<file path="src/hw/rtl/mcwg_pkg.sv">
`timescale 1ns / 1ps
`default_nettype none
// ----------------------------------------------------------------------------
// mcwg_pkg
// Shared types and codes of the multi-client watchdog gate: transaction
// payloads, command and status codes, register map constants.
// ----------------------------------------------------------------------------
package mcwg_pkg;

	localparam int KEY_W    = 16;
	localparam int TICK_W   = 32;
	localparam int CMD_W    = 2;
	localparam int STATUS_W = 3;
	localparam int SLOT_W   = 4;

	// APB register map
	localparam int PADDR_W = 3;
	localparam int PDATA_W = 32;
	localparam logic [PADDR_W-1:0] REG_TIMEOUT_ADDR = 3'd0;
	localparam logic [TICK_W-1:0] TIMEOUT_RESET = 32'd1000;

	// commands
	localparam logic [CMD_W-1:0] CMD_REGISTER = 2'd0;
	localparam logic [CMD_W-1:0] CMD_FEED     = 2'd1;
	localparam logic [CMD_W-1:0] CMD_FEED_ALL = 2'd2;
	localparam logic [CMD_W-1:0] CMD_CLEAR    = 2'd3;

	// result status
	localparam logic [STATUS_W-1:0] STAT_OK      = 3'd0;
	localparam logic [STATUS_W-1:0] STAT_FULL    = 3'd1;
	localparam logic [STATUS_W-1:0] STAT_ALREADY = 3'd2;
	localparam logic [STATUS_W-1:0] STAT_UNKNOWN = 3'd3;
	localparam logic [STATUS_W-1:0] STAT_STALE   = 3'd4;

	typedef struct packed {
		logic [CMD_W-1:0]  cmd;
		logic [KEY_W-1:0]  module_key;
		logic [TICK_W-1:0] now;
	} in_t;

	typedef struct packed {
		logic [STATUS_W-1:0] status;
		logic                hw_kick;
		logic [SLOT_W-1:0]   slot;
	} out_t;

	// one stamp memory word: last feed time and fed flag
	typedef struct packed {
		logic [TICK_W-1:0] stamp;
		logic              fed;
	} stamp_word_t;

endpackage
`default_nettype wire

</file>
<file path="src/hw/rtl/mcwg_ram.sv">
`timescale 1ns / 1ps
`default_nettype none
// ----------------------------------------------------------------------------
// mcwg_ram
// Generic simple dual-port RAM: one write port, one read port, registered
// read data.
// ----------------------------------------------------------------------------
module mcwg_ram #(
	parameter int WIDTH = 32,
	parameter int DEPTH = 16
) (
	input  wire logic                                          clk,
	input  wire logic                                          we,
	input  wire logic [((DEPTH > 1) ? $clog2(DEPTH) : 1)-1:0]  waddr,
	input  wire logic [WIDTH-1:0]                              wdata,
	input  wire logic [((DEPTH > 1) ? $clog2(DEPTH) : 1)-1:0]  raddr,
	output logic      [WIDTH-1:0]                              rdata
);
	logic [WIDTH-1:0] mem_q [DEPTH];

	// write port
	always_ff @(posedge clk) begin
		if (we) begin
			mem_q[waddr] <= wdata;
		end
	end

	// registered read port
	always_ff @(posedge clk) begin
		rdata <= mem_q[raddr];
	end

endmodule
`default_nettype wire

</file>
<file path="src/hw/rtl/multi_client_watchdog_gate.sv">
`timescale 1ns / 1ps
`default_nettype none
// ----------------------------------------------------------------------------
// multi_client_watchdog_gate
// Client table that gates the kick of a hardware watchdog.
// ----------------------------------------------------------------------------
// Each transaction on the input channel is one command (register a key, feed
// a key, feed all, clear) and returns exactly one result. The client table
// sits in two small RAMs (keys, and stamp plus fed flag) that a sequencer
// walks one slot per cycle through a single compare unit. Register and feed
// do a key lookup (one RAM read per cycle, with registered read data); feed
// all does a freshness check over the registered clients and, when it kicks,
// clears every fed flag through the single RAM write port. The input is not
// ready while a command is being worked on. The timeout register sits at
// APB address 0; a value of zero acts as one tick.
// ----------------------------------------------------------------------------
module multi_client_watchdog_gate #(
	parameter int MAX_MODULES = 16
) (
	input  wire logic                          clk,
	input  wire logic                          arst_n,
	// command channel
	input  wire logic                          in_valid,
	output logic                               in_ready,
	input  wire mcwg_pkg::in_t                 in_data,
	// result channel
	output logic                               out_valid,
	input  wire logic                          out_ready,
	output mcwg_pkg::out_t                     out_data,
	// APB configuration port
	input  wire logic                          psel,
	input  wire logic                          penable,
	input  wire logic                          pwrite,
	input  wire logic [mcwg_pkg::PADDR_W-1:0]  paddr,
	input  wire logic [mcwg_pkg::PDATA_W-1:0]  pwdata,
	output logic      [mcwg_pkg::PDATA_W-1:0]  prdata,
	output logic                               pready
);
	import mcwg_pkg::*;

	localparam int IW = (MAX_MODULES > 1) ? $clog2(MAX_MODULES) : 1;
	localparam int CW = $clog2(MAX_MODULES + 1);
	localparam logic [CW-1:0] MAX_COUNT = CW'(MAX_MODULES);

	localparam logic [2:0] S_IDLE  = 3'd0;
	localparam logic [2:0] S_SCAN  = 3'd1;
	localparam logic [2:0] S_CHECK = 3'd2;
	localparam logic [2:0] S_SWEEP = 3'd3;
	localparam logic [2:0] S_DONE  = 3'd4;

	logic [2:0]        state_q;
	logic [TICK_W-1:0] timeout_q;
	logic [TICK_W-1:0] limit_q;
	logic [CW-1:0]     count_q;
	logic [CW-1:0]     idx_q;
	logic [IW-1:0]     idx_s1;
	logic              valid_s1;
	in_t               cmd_q;
	out_t              res_q;
	out_t              out_q;
	logic              out_valid_q;

	// RAM ports
	logic              key_we;
	logic [IW-1:0]     key_waddr;
	logic [KEY_W-1:0]  key_rdata;
	logic              stamp_we;
	logic [IW-1:0]     stamp_waddr;
	stamp_word_t       stamp_wdata;
	stamp_word_t       stamp_rdata;

	// compare unit and scan control
	logic              accept;
	logic              issue;
	logic              advance;
	logic              last_s1;
	logic              key_hit;
	logic [TICK_W-1:0] elapsed;
	logic              stale;
	logic              scan_found;
	logic              scan_miss;
	logic              check_stale;
	logic              check_pass;
	logic              sweep_last;
	logic              out_free;

	// --- APB configuration ---------------------------------------------------
	assign pready = 1'b1;

	always_ff @(posedge clk or negedge arst_n) begin
		if (!arst_n) begin
			timeout_q <= TIMEOUT_RESET;
		end else if (psel && penable && pwrite && (paddr[2] == REG_TIMEOUT_ADDR[2])) begin
			timeout_q <= pwdata;
		end
	end

	always_comb begin
		prdata = '0;
		if (paddr[2] == REG_TIMEOUT_ADDR[2]) begin
			prdata = timeout_q;
		end
	end

	// --- entry storage -------------------------------------------------------
	mcwg_ram #(
		.WIDTH (KEY_W),
		.DEPTH (MAX_MODULES)
	) u_key_ram (
		.clk   (clk),
		.we    (key_we),
		.waddr (key_waddr),
		.wdata (cmd_q.module_key),
		.raddr (idx_q[IW-1:0]),
		.rdata (key_rdata)
	);

	mcwg_ram #(
		.WIDTH ($bits(stamp_word_t)),
		.DEPTH (MAX_MODULES)
	) u_stamp_ram (
		.clk   (clk),
		.we    (stamp_we),
		.waddr (stamp_waddr),
		.wdata (stamp_wdata),
		.raddr (idx_q[IW-1:0]),
		.rdata (stamp_rdata)
	);

	// --- shared compare unit -------------------------------------------------
	assign accept   = in_valid && in_ready;
	assign in_ready = (state_q == S_IDLE);
	assign out_free = !out_valid_q || out_ready;
	assign issue    = (idx_q < count_q);
	assign last_s1  = ((CW'(idx_s1) + CW'(1)) == count_q);
	assign key_hit  = (key_rdata == cmd_q.module_key);
	assign elapsed  = cmd_q.now - stamp_rdata.stamp;
	assign stale    = !stamp_rdata.fed || (elapsed > limit_q);

	assign scan_found  = valid_s1 && key_hit;
	assign scan_miss   = (count_q == '0) || (valid_s1 && !key_hit && last_s1);
	assign check_stale = valid_s1 && stale;
	assign check_pass  = (count_q == '0) || (valid_s1 && !stale && last_s1);
	assign sweep_last  = ((idx_q + CW'(1)) == count_q);

	// walk goes on to the next slot
	assign advance = (state_q == S_SCAN && !scan_found && !scan_miss) ||
	                 (state_q == S_CHECK && !check_stale && !check_pass);

	// --- RAM write control ---------------------------------------------------
	always_comb begin
		key_we      = 1'b0;
		key_waddr   = count_q[IW-1:0];
		stamp_we    = 1'b0;
		stamp_waddr = idx_s1;
		stamp_wdata = '0;
		case (state_q)
			S_SCAN: begin
				if (scan_found) begin
					if (cmd_q.cmd == CMD_FEED) begin
						stamp_we    = 1'b1;
						stamp_wdata = '{stamp: cmd_q.now, fed: 1'b1};
					end
				end else if (scan_miss && cmd_q.cmd == CMD_REGISTER) begin
					key_we      = 1'b1;
					stamp_we    = 1'b1;
					stamp_waddr = count_q[IW-1:0];
				end
			end
			S_SWEEP: begin
				stamp_we    = 1'b1;
				stamp_waddr = idx_q[IW-1:0];
			end
			default: begin
			end
		endcase
	end

	// --- sequencer -----------------------------------------------------------
	always_ff @(posedge clk or negedge arst_n) begin
		if (!arst_n) begin
			state_q     <= S_IDLE;
			count_q     <= '0;
			idx_q       <= '0;
			valid_s1    <= 1'b0;
			out_valid_q <= 1'b0;
		end else begin
			if (out_valid_q && out_ready && state_q != S_DONE) begin
				out_valid_q <= 1'b0;
			end
			valid_s1 <= advance && issue;
			case (state_q)
				S_IDLE: begin
					if (accept) begin
						idx_q <= '0;
						case (in_data.cmd)
							CMD_CLEAR: begin
								count_q <= '0;
								state_q <= S_DONE;
							end
							CMD_REGISTER: begin
								state_q <= (count_q == MAX_COUNT) ? S_DONE : S_SCAN;
							end
							CMD_FEED: begin
								state_q <= S_SCAN;
							end
							default: begin
								state_q <= S_CHECK;
							end
						endcase
					end
				end
				S_SCAN, S_CHECK: begin
					if ((state_q == S_SCAN && (scan_found || scan_miss)) ||
					    (state_q == S_CHECK && check_stale)) begin
						state_q <= S_DONE;
						if (state_q == S_SCAN && scan_miss &&
						    cmd_q.cmd == CMD_REGISTER && !scan_found) begin
							count_q <= count_q + CW'(1);
						end
					end else if (state_q == S_CHECK && check_pass) begin
						idx_q   <= '0;
						state_q <= (count_q == '0) ? S_DONE : S_SWEEP;
					end else if (issue) begin
						idx_q <= idx_q + CW'(1);
					end
				end
				S_SWEEP: begin
					if (sweep_last) begin
						state_q <= S_DONE;
					end else begin
						idx_q <= idx_q + CW'(1);
					end
				end
				S_DONE: begin
					if (out_free) begin
						out_valid_q <= 1'b1;
						state_q     <= S_IDLE;
					end
				end
				default: begin
					state_q <= S_IDLE;
				end
			endcase
		end
	end

	// --- payload registers ---------------------------------------------------
	always_ff @(posedge clk) begin
		idx_s1 <= idx_q[IW-1:0];
		if (state_q == S_DONE && out_free) begin
			out_q <= res_q;
		end
		case (state_q)
			S_IDLE: begin
				if (accept) begin
					cmd_q   <= in_data;
					limit_q <= (timeout_q == '0) ? TICK_W'(1) : timeout_q;
					res_q   <= '{status: (in_data.cmd == CMD_REGISTER && count_q == MAX_COUNT)
					                     ? STAT_FULL : STAT_OK,
					             hw_kick: 1'b0, slot: '0};
				end
			end
			S_SCAN: begin
				if (scan_found) begin
					if (cmd_q.cmd == CMD_FEED) begin
						res_q.slot <= SLOT_W'(idx_s1);
					end else begin
						res_q.status <= STAT_ALREADY;
					end
				end else if (scan_miss) begin
					if (cmd_q.cmd == CMD_REGISTER) begin
						res_q.slot <= SLOT_W'(count_q);
					end else begin
						res_q.status <= STAT_UNKNOWN;
					end
				end
			end
			S_CHECK: begin
				if (check_stale) begin
					res_q.status <= STAT_STALE;
					res_q.slot   <= SLOT_W'(idx_s1);
				end else if (check_pass) begin
					res_q.hw_kick <= 1'b1;
				end
			end
			default: begin
			end
		endcase
	end

	assign out_valid = out_valid_q;
	assign out_data  = out_q;

	// --- assertions ----------------------------------------------------------
	a_count_bound: assert property (@(posedge clk) disable iff (!arst_n)
		count_q <= MAX_COUNT)
		else $error("entry count beyond table size");

	a_kick_ok: assert property (@(posedge clk) disable iff (!arst_n)
		(out_valid && out_data.hw_kick) |-> (out_data.status == STAT_OK))
		else $error("kick with non-ok status");

	a_busy_after_accept: assert property (@(posedge clk) disable iff (!arst_n)
		(in_valid && in_ready) |=> !in_ready)
		else $error("ready right after accepting a command");

	a_error_slot_zero: assert property (@(posedge clk) disable iff (!arst_n)
		(out_valid && (out_data.status == STAT_FULL || out_data.status == STAT_ALREADY ||
		               out_data.status == STAT_UNKNOWN)) |-> (out_data.slot == '0))
		else $error("nonzero slot on error result");

endmodule
`default_nettype wire
</file>
<file path="config.mk">
export PLATFORM = sky130hd
export DESIGN_NAME = multi_client_watchdog_gate
export DESIGN_NICKNAME = d
export VERILOG_FILES = /design/src/hw/rtl/mcwg_pkg.sv /design/src/hw/rtl/mcwg_ram.sv /design/src/hw/rtl/multi_client_watchdog_gate.sv
export SDC_FILE = /design/constraint.sdc
export NUM_CORES = 1
export LEC_CHECK = 0
export CORE_AREA = 5 5 370 372
export CTS_BUF_LIST = sky130_fd_sc_hd__clkbuf_16
export DETAILED_ROUTE_END_ITERATION = 10
export DIE_AREA = 0 0 375 377
export DONT_BUFFER_PORTS = 1
export PLACE_DENSITY = 0.49
export SLEW_MARGIN = 15
export SYNTH_ARGS = -nofsm -noshare
export SYNTH_HDL_FRONTEND = slang
export SYNTH_SLANG_ARGS = --single-unit
</file>
<file path="constraint.sdc">
create_clock -name clk -period 5.7 [get_ports clk]
set_input_delay 0.285 -clock clk [delete_from_list [all_inputs] [get_ports clk]]
set_output_delay 0.285 -clock clk [all_outputs]
set_load 0.01 [all_outputs]
</file>
# After elaboration in Yosys (flattened, before gate mapping)
# Memory sizes are Yosys's and may differ from the RTL's. A register that Yosys moved wholly into a read port is not among the register bits.
# Cells that the tools add are included.
[word_totals]
output_inout_bits = 43
ram_bits = 784
memories = 2
register_bits = 149
[op_classes]
n_eq_ne = 30
n_lt_le_gt_ge = 2
add_sub_neg = 4
n_bitwise = 1
reduce_logical = 58
muxes = 57
[mem_list]
columns = ["name", "words", "word_bits", "read_ports", "rd_clocked_by_memory_dff", "write_ports", "line", "source"]
rows = [
  ["u_stamp_ram.mem_q", 16, 33, 1, 1, 1, "mcwg_ram.sv:19", "logic [WIDTH-1:0] mem_q [DEPTH];"],
  ["u_key_ram.mem_q", 16, 16, 1, 1, 1, "mcwg_ram.sv:19", ""],
]
[op_table]
columns = ["operator", "count"]
rows = [
  ["two-way mux 33 bit", 3],
  ["two-way mux 5 bit", 9],
  ["two-way mux 3 bit", 12],
  ["> comparator 32 bit", 1],
  ["zero test 32 bit", 1],
  ["two-way mux 32 bit", 1],
  ["subtractor 32 bit", 1],
  ["two-way mux 4 bit", 7],
  ["logical AND 1 bit", 26],
  ["!= test 2 bit, second input constant", 9],
  ["!= test 3 bit, second input constant", 6],
  ["one-hot mux 3 bit (3 select lines)", 2],
  ["equality test 16 bit", 1],
  ["two-way mux 1 bit", 15],
  ["one-hot mux 5 bit (3 select lines)", 1],
  ["one-hot mux 3 bit (4 select lines)", 1],
  ["one-hot mux 4 bit (3 select lines)", 1],
  ["AND reduction 6 bit", 2],
  ["adder 5 x 1 -> 5 bit, second input constant", 2],
  ["equality test 5 bit", 2],
  ["one-hot mux 5 bit (2 select lines)", 1],
  ["AND reduction 5 bit", 2],
  ["zero test 1 bit", 8],
  ["two-way mux 8 bit", 1],
  ["other kinds (22)", 37],
]

# Logic depth before layout (Yosys ltp)
[logic_depth]
depth_word = 11
ltp_mapped = 23

# Modules after synthesis
# From an unflattened synthesis, not the netlist that was laid out.
[unflattened]
hier_cells = 2173
area_unflattened_um2 = 39865.7
[modules_own_cells]
columns = ["mod", "instances", "area_per_inst_um2", "cells_each"]
rows = [
  ["mcwg_ram (u_stamp_ram)", 1, 20631.0, 864],
  ["mcwg_ram (u_key_ram)", 1, 10042.1, 432],
  ["multi_client_watchdog_gate", 1, 9192.6, 877],
]

# Worst setup path after synthesis
# OpenSTA, ideal clock, no wires.
[synth_path]
path_type = "reg2reg"
from = "register count_q[1]"
to = "memory u_stamp_ram.mem_q[8][0] (netlist bit), enable pin"
setup_time_ns = 0.471
required_ns = 5.229
arrival_ns = 4.811
setup_slack_ns = 0.418
stages_incl_launch_ff = 11
cell_sequence = "dfrtp_1 -> clkbuf_1 -> inv_1 -> ha_1 -> nand3_1 -> a21boi_1 -> o21ai_2 -> a311o_1 -> a211oi_2 -> o21ai_1 -> nor3b_1"
[synth_via]
elab_chain_cells = 9
[synth_rtl]
columns = ["item", "line", "source"]
rows = [
  ["start: declaration", "multi_client_watchdog_gate.sv:54", "logic [CW-1:0] count_q;"],
  ["start signal: assignment", "multi_client_watchdog_gate.sv:219", "count_q <= count_q + CW'(1);"],
  ["equality test 5 bit", "multi_client_watchdog_gate.sv:135", "assign last_s1 = ((CW'(idx_s1) + CW'(1)) == count_q);"],
  ["logical AND 1 bit", "multi_client_watchdog_gate.sv:141", "assign scan_miss = (count_q == '0) || (valid_s1 && !key_hit && last_s1);"],
  ["logical OR 1 bit", "multi_client_watchdog_gate.sv:141", ""],
  ["logical AND 1 bit", "multi_client_watchdog_gate.sv:164", "end else if (scan_miss && cmd_q.cmd == CMD_REGISTER) begin"],
  ["two-way mux 1 bit", "multi_client_watchdog_gate.sv:164", ""],
  ["two-way mux 1 bit", "multi_client_watchdog_gate.sv:159", "if (scan_found) begin"],
  ["one-hot mux 1 bit (2 select lines)", "multi_client_watchdog_gate.sv:157", "case (state_q)"],
  ["two-way mux 1 bit", "mcwg_ram.sv:23", "if (we) begin"],
  ["two-way mux 1 bit (not written as such)", "mcwg_ram.sv:24", "mem_q[waddr] <= wdata;"],
  ["end: declaration", "mcwg_ram.sv:19", ""],
]
# Parallel ways exist; a longest one is shown, timed or not.

# Worst setup path after layout
[layout_path]
from = "register cmd_q[0] (netlist bit)"
to = "register idx_q[4]"
[layout_via]
elab_chain_cells = 11
[layout_rtl]
columns = ["item", "line", "source"]
rows = [
  ["start: declaration", "multi_client_watchdog_gate.sv:58", "in_t cmd_q;"],
  ["start signal: assignment", "multi_client_watchdog_gate.sv:257", "cmd_q <= in_data;"],
  ["subtractor 32 bit *", "multi_client_watchdog_gate.sv:137", "assign elapsed = cmd_q.now - stamp_rdata.stamp;"],
  ["> comparator 32 bit *", "multi_client_watchdog_gate.sv:138", "assign stale = !stamp_rdata.fed || (elapsed > limit_q);"],
  ["logical OR 1 bit *", "multi_client_watchdog_gate.sv:138", ""],
  ["zero test 1 bit", "multi_client_watchdog_gate.sv:143", "assign check_pass = (count_q == '0) || (valid_s1 && !stale && last_s1);"],
  ["logical AND 1 bit (2 in a row)", "multi_client_watchdog_gate.sv:143", ""],
  ["logical OR 1 bit", "multi_client_watchdog_gate.sv:143", ""],
  ["logical AND 1 bit", "multi_client_watchdog_gate.sv:221", "end else if (state_q == S_CHECK && check_pass) begin"],
  ["two-way mux 5 bit", "multi_client_watchdog_gate.sv:221", ""],
  ["two-way mux 5 bit", "multi_client_watchdog_gate.sv:214", "if ((state_q == S_SCAN && (scan_found || scan_miss)) ||"],
  ["one-hot mux 5 bit (3 select lines)", "multi_client_watchdog_gate.sv:192", "case (state_q)"],
  ["end signal: assignment", "multi_client_watchdog_gate.sv:225", "idx_q <= idx_q + CW'(1);"],
  ["end signal: assignment", "multi_client_watchdog_gate.sv:232", "idx_q <= idx_q + CW'(1);"],
  ["end: declaration", "multi_client_watchdog_gate.sv:55", "logic [CW-1:0] idx_q;"],
]
# Mark *: on every way between the ends. The rest lies on a longest branch, timed or not. The select of a mux whose other input is x is not followed.
# A chain may end at the register's enable or synchronous reset.

==> reports/qor.yml <==
worst_hold_path:
  min_path_type: "in -> async"
final_layout:
  layout-drive-gt1-share: 0.245
  design_area_sq_um: 46700
  nFillCells: 12400
  nets: 2382
  synthToLayoutAreaGrowth_pct: 17.6
synth:
  syn_nets: 2236
  synth.cell_area_sq_um: 39700
  yosys-top-cells-count: "882 x edfxtp_1, 245 x mux4_2, 88 x clkbuf_1"
  synth_top_area_share: 0.667
  synth_flop_cell: "edfxtp_1"
  ys_ff_latch: 982
  postSynthCellCount: 2069
  yosysMostFrequentCell: "edfxtp_1"
  yosysWarnings: 0
  ys_types: 80
  synth_top_cell_by_area: "edfxtp_1"
  synth_area_leaders: "edfxtp_1 67%, mux4_2 14%, dfxtp_1 2.7%"
  synthArstFlopShare: 0.0479
  ys_seq_area_frac: 0.723
  synth-edff-count: 882
  synth_area_per_cell_sq_um: 19.2
sta:
  hold_violations: 0
  worstMarginPinSlew_ns: 1.17
  period_minus_slack_ns: 5.60
  max_freq_ghz: 0.179
  rsz0062_at_grt: "true"
  tns_ns: 0
  maxSlewHeadroom: 0.203
  holdWs_ns: 0.144
  timing.final.ws_setup_ns: 0.0981
  setup_viol: 0
  final-max-slew-violation-count: 0
  finalCritPeriodShare: 0.983
  fin_skew_ns: 0.0654
worst_setup_path:
  crit_type: "reg -> reg"
  cp.arrival_ns: 6.26
  crit_buf_inv: 4
  critical_path_required_ns: 6.35
  crit_family: "simple AND/OR/NAND/NOR gates"
  startpoint_type: "flop"
  slowest_stage: "or4b_1"
  cp-end-kind: "flop"
  worstPathMaxFanout: 5
  ff2ff_setup_slack_ns: 0.1
  slowest_delay_ns: 0.48
power_and_ir_drop:
  pwr-share-clk: 0.327
  pwr-share-comb: 0.240
  power_frac_seq: 0.434
  power.internal_mw: 14.7
  p_leak_nw: 14.7
  peakVddDrop_uv: 274
  p_per_area_nw_per_um2: 446
  power.total_mw: 20.8
  swShare: 0.294
  power_switching_mw: 6.12
cts:
  cts_num_sinks: 982
  clkSlewWorstSetupHoldPaths_ns: 0.06
  tritoncts.num_buffers: 106
  tritoncts: "yes"
  cts_max_path_buffers: 3
  cts_root_buf: "clkbuf_16"
  cts-htree-levels: 3
  clk_latency_ns: 0.73
routing:
  drtIter0Drc: 1579
  first_pass_iters: 5
  routed_wirelength_microns: 96000
  route.antenna.remaining_nets: 0
  route.detailed.drc: 0
  vias: 19700
  viasPerCell: 4.82
  post_drt_wl_per_cell_microns: 23.5
global_routing:
  grt_max_degree: 140
  grt_pass1_vias: 20800
  grtUsageTotal: 0.135
  grt_use_met1: 0.180
  antenna_found_initial: 8
  grt_pass1_wl_microns: 141000
  top_usage_layer: "met2"
  globalRouteMet3Util: 0.0266
  grt-ovfl-total: 0
  use_met2: 0.226
place:
  port-buffer-count: 0
  place_area_sq_um: 42100
  preCtsSetupSlack_ns: -0.212
  globalplace.congestion: 0.801
  hpwlAfterDp_microns: 54100
die:
  start_util: 0.299
  die-area_sq_um: 141000
  core-area_sq_um: 133000
  ios: 135
  row_count: 134
  dieWidth_microns: 375
  die_h_microns: 377
run:
  cap_violations: 0
run_status:
  status: "completed"
cell usage in the layout, fill, tap and decap left out, types with 35 or more instances in the layout:
master           n
ha_1            73
mux4_2         245
dfrtp_1         38
nor2b_1         41
nand2_1         49
nor2_1          39
clkbuf_16      106
dfxtp_1         53
buf_4           58
edfxtp_1       882
a21oi_1         46
inv_1          105
dlygate4sd3_1   85
o21ai_0         35
area by class of cell:
type                       instances  area (sq um)  area share
tap                             1768          2210      0.0474
timing repair buffer             150          1430      0.0307
inverter                          87           329     0.00705
multi-input combinational        888         10500       0.224
sequential                       982         28700       0.615
antenna                            5          12.5    0.000268
clock inverter                    94           842      0.0180
clock buffer                     106          2650      0.0568
per-stage QoR:
step | cells | util
after floorplan | 2069 | -
after global placement | 3784 | 0.317
after detailed placement | 3784 | 0.317
after CTS | 4071 | 0.350
after global routing | 4077 | 0.351
final | 4080 | 0.351
kinds of logic after synthesis:
kind of cell / after synthesis / synth area share
flip-flops: 982 / 0.723
AND/OR/NAND/NOR: 292 / 0.0419
multiplexers: 279 / 0.149
buffers and inverters: 199 / 0.0191
AO/OA/AOI/OAI: 191 / 0.0322
adder cells (fa/ha/maj): 75 / 0.0238
XOR/XNOR: 50 / 0.0110
other: 1 / 0.0000944
what timing repair did:
action,in CTS,in global routing
pin swaps,4,9
hold buffers,86,0
buffers inserted,1,4
setup endpoints to repair,15,17
hold endpoints to repair,153,0
gates resized for setup,3,23
sequential cells by signal, indices dropped and copies added (netlist names):
signal	count
u_key_ram.mem_q	256
res_q	8
idx_s1	4
u_stamp_ram.rdata	33
state_q	3
cmd_q	50
timeout_q	32
u_key_ram.rdata	16
u_stamp_ram.mem_q	528
count_q	5
out_data	8
out_valid	1
idx_q	5
limit_q	32
valid_s1	1
power by group through the flow:
stage / clock (mW) / sequential (mW) / combinational [mW]
floorplan: 0 / 8.92 / 3.64
global placement: 0 / 9.16 / 4.68
detailed placement: 0 / 9.19 / 4.76
CTS: 7.05 / 9.04 / 4.86
global route: 7.34 / 9.11 / 5.48
finish: 6.81 / 9.03 / 4.99
metal layers:
| layer | up-vias | part of all wire |
|---|---|---|
| met3 | 121 | 0.045 |
| met2 | 403 | 0.50 |
| met4 | 6 | 0.019 |
| met5 | - | 0.00045 |
| met1 | 10500 | 0.44 |
| li1 | 8630 | - |
path summary, 6_finish.rpt:
kind,end,cells after the start,start
worst max-delay path,idx_q[4],25,cmd_q[0]
worst min-delay path,timeout_q[12],2,arst_n
worst max register to register,idx_q[4],25,cmd_q[0]
worst min register to register,out_data[0],0,res_q[0]
max in group asynchronous,timeout_q[9],2,arst_n
min in group clk,cmd_q[10],1,in_data[10]
Note: power is estimated with default switching activity, not from simulation.
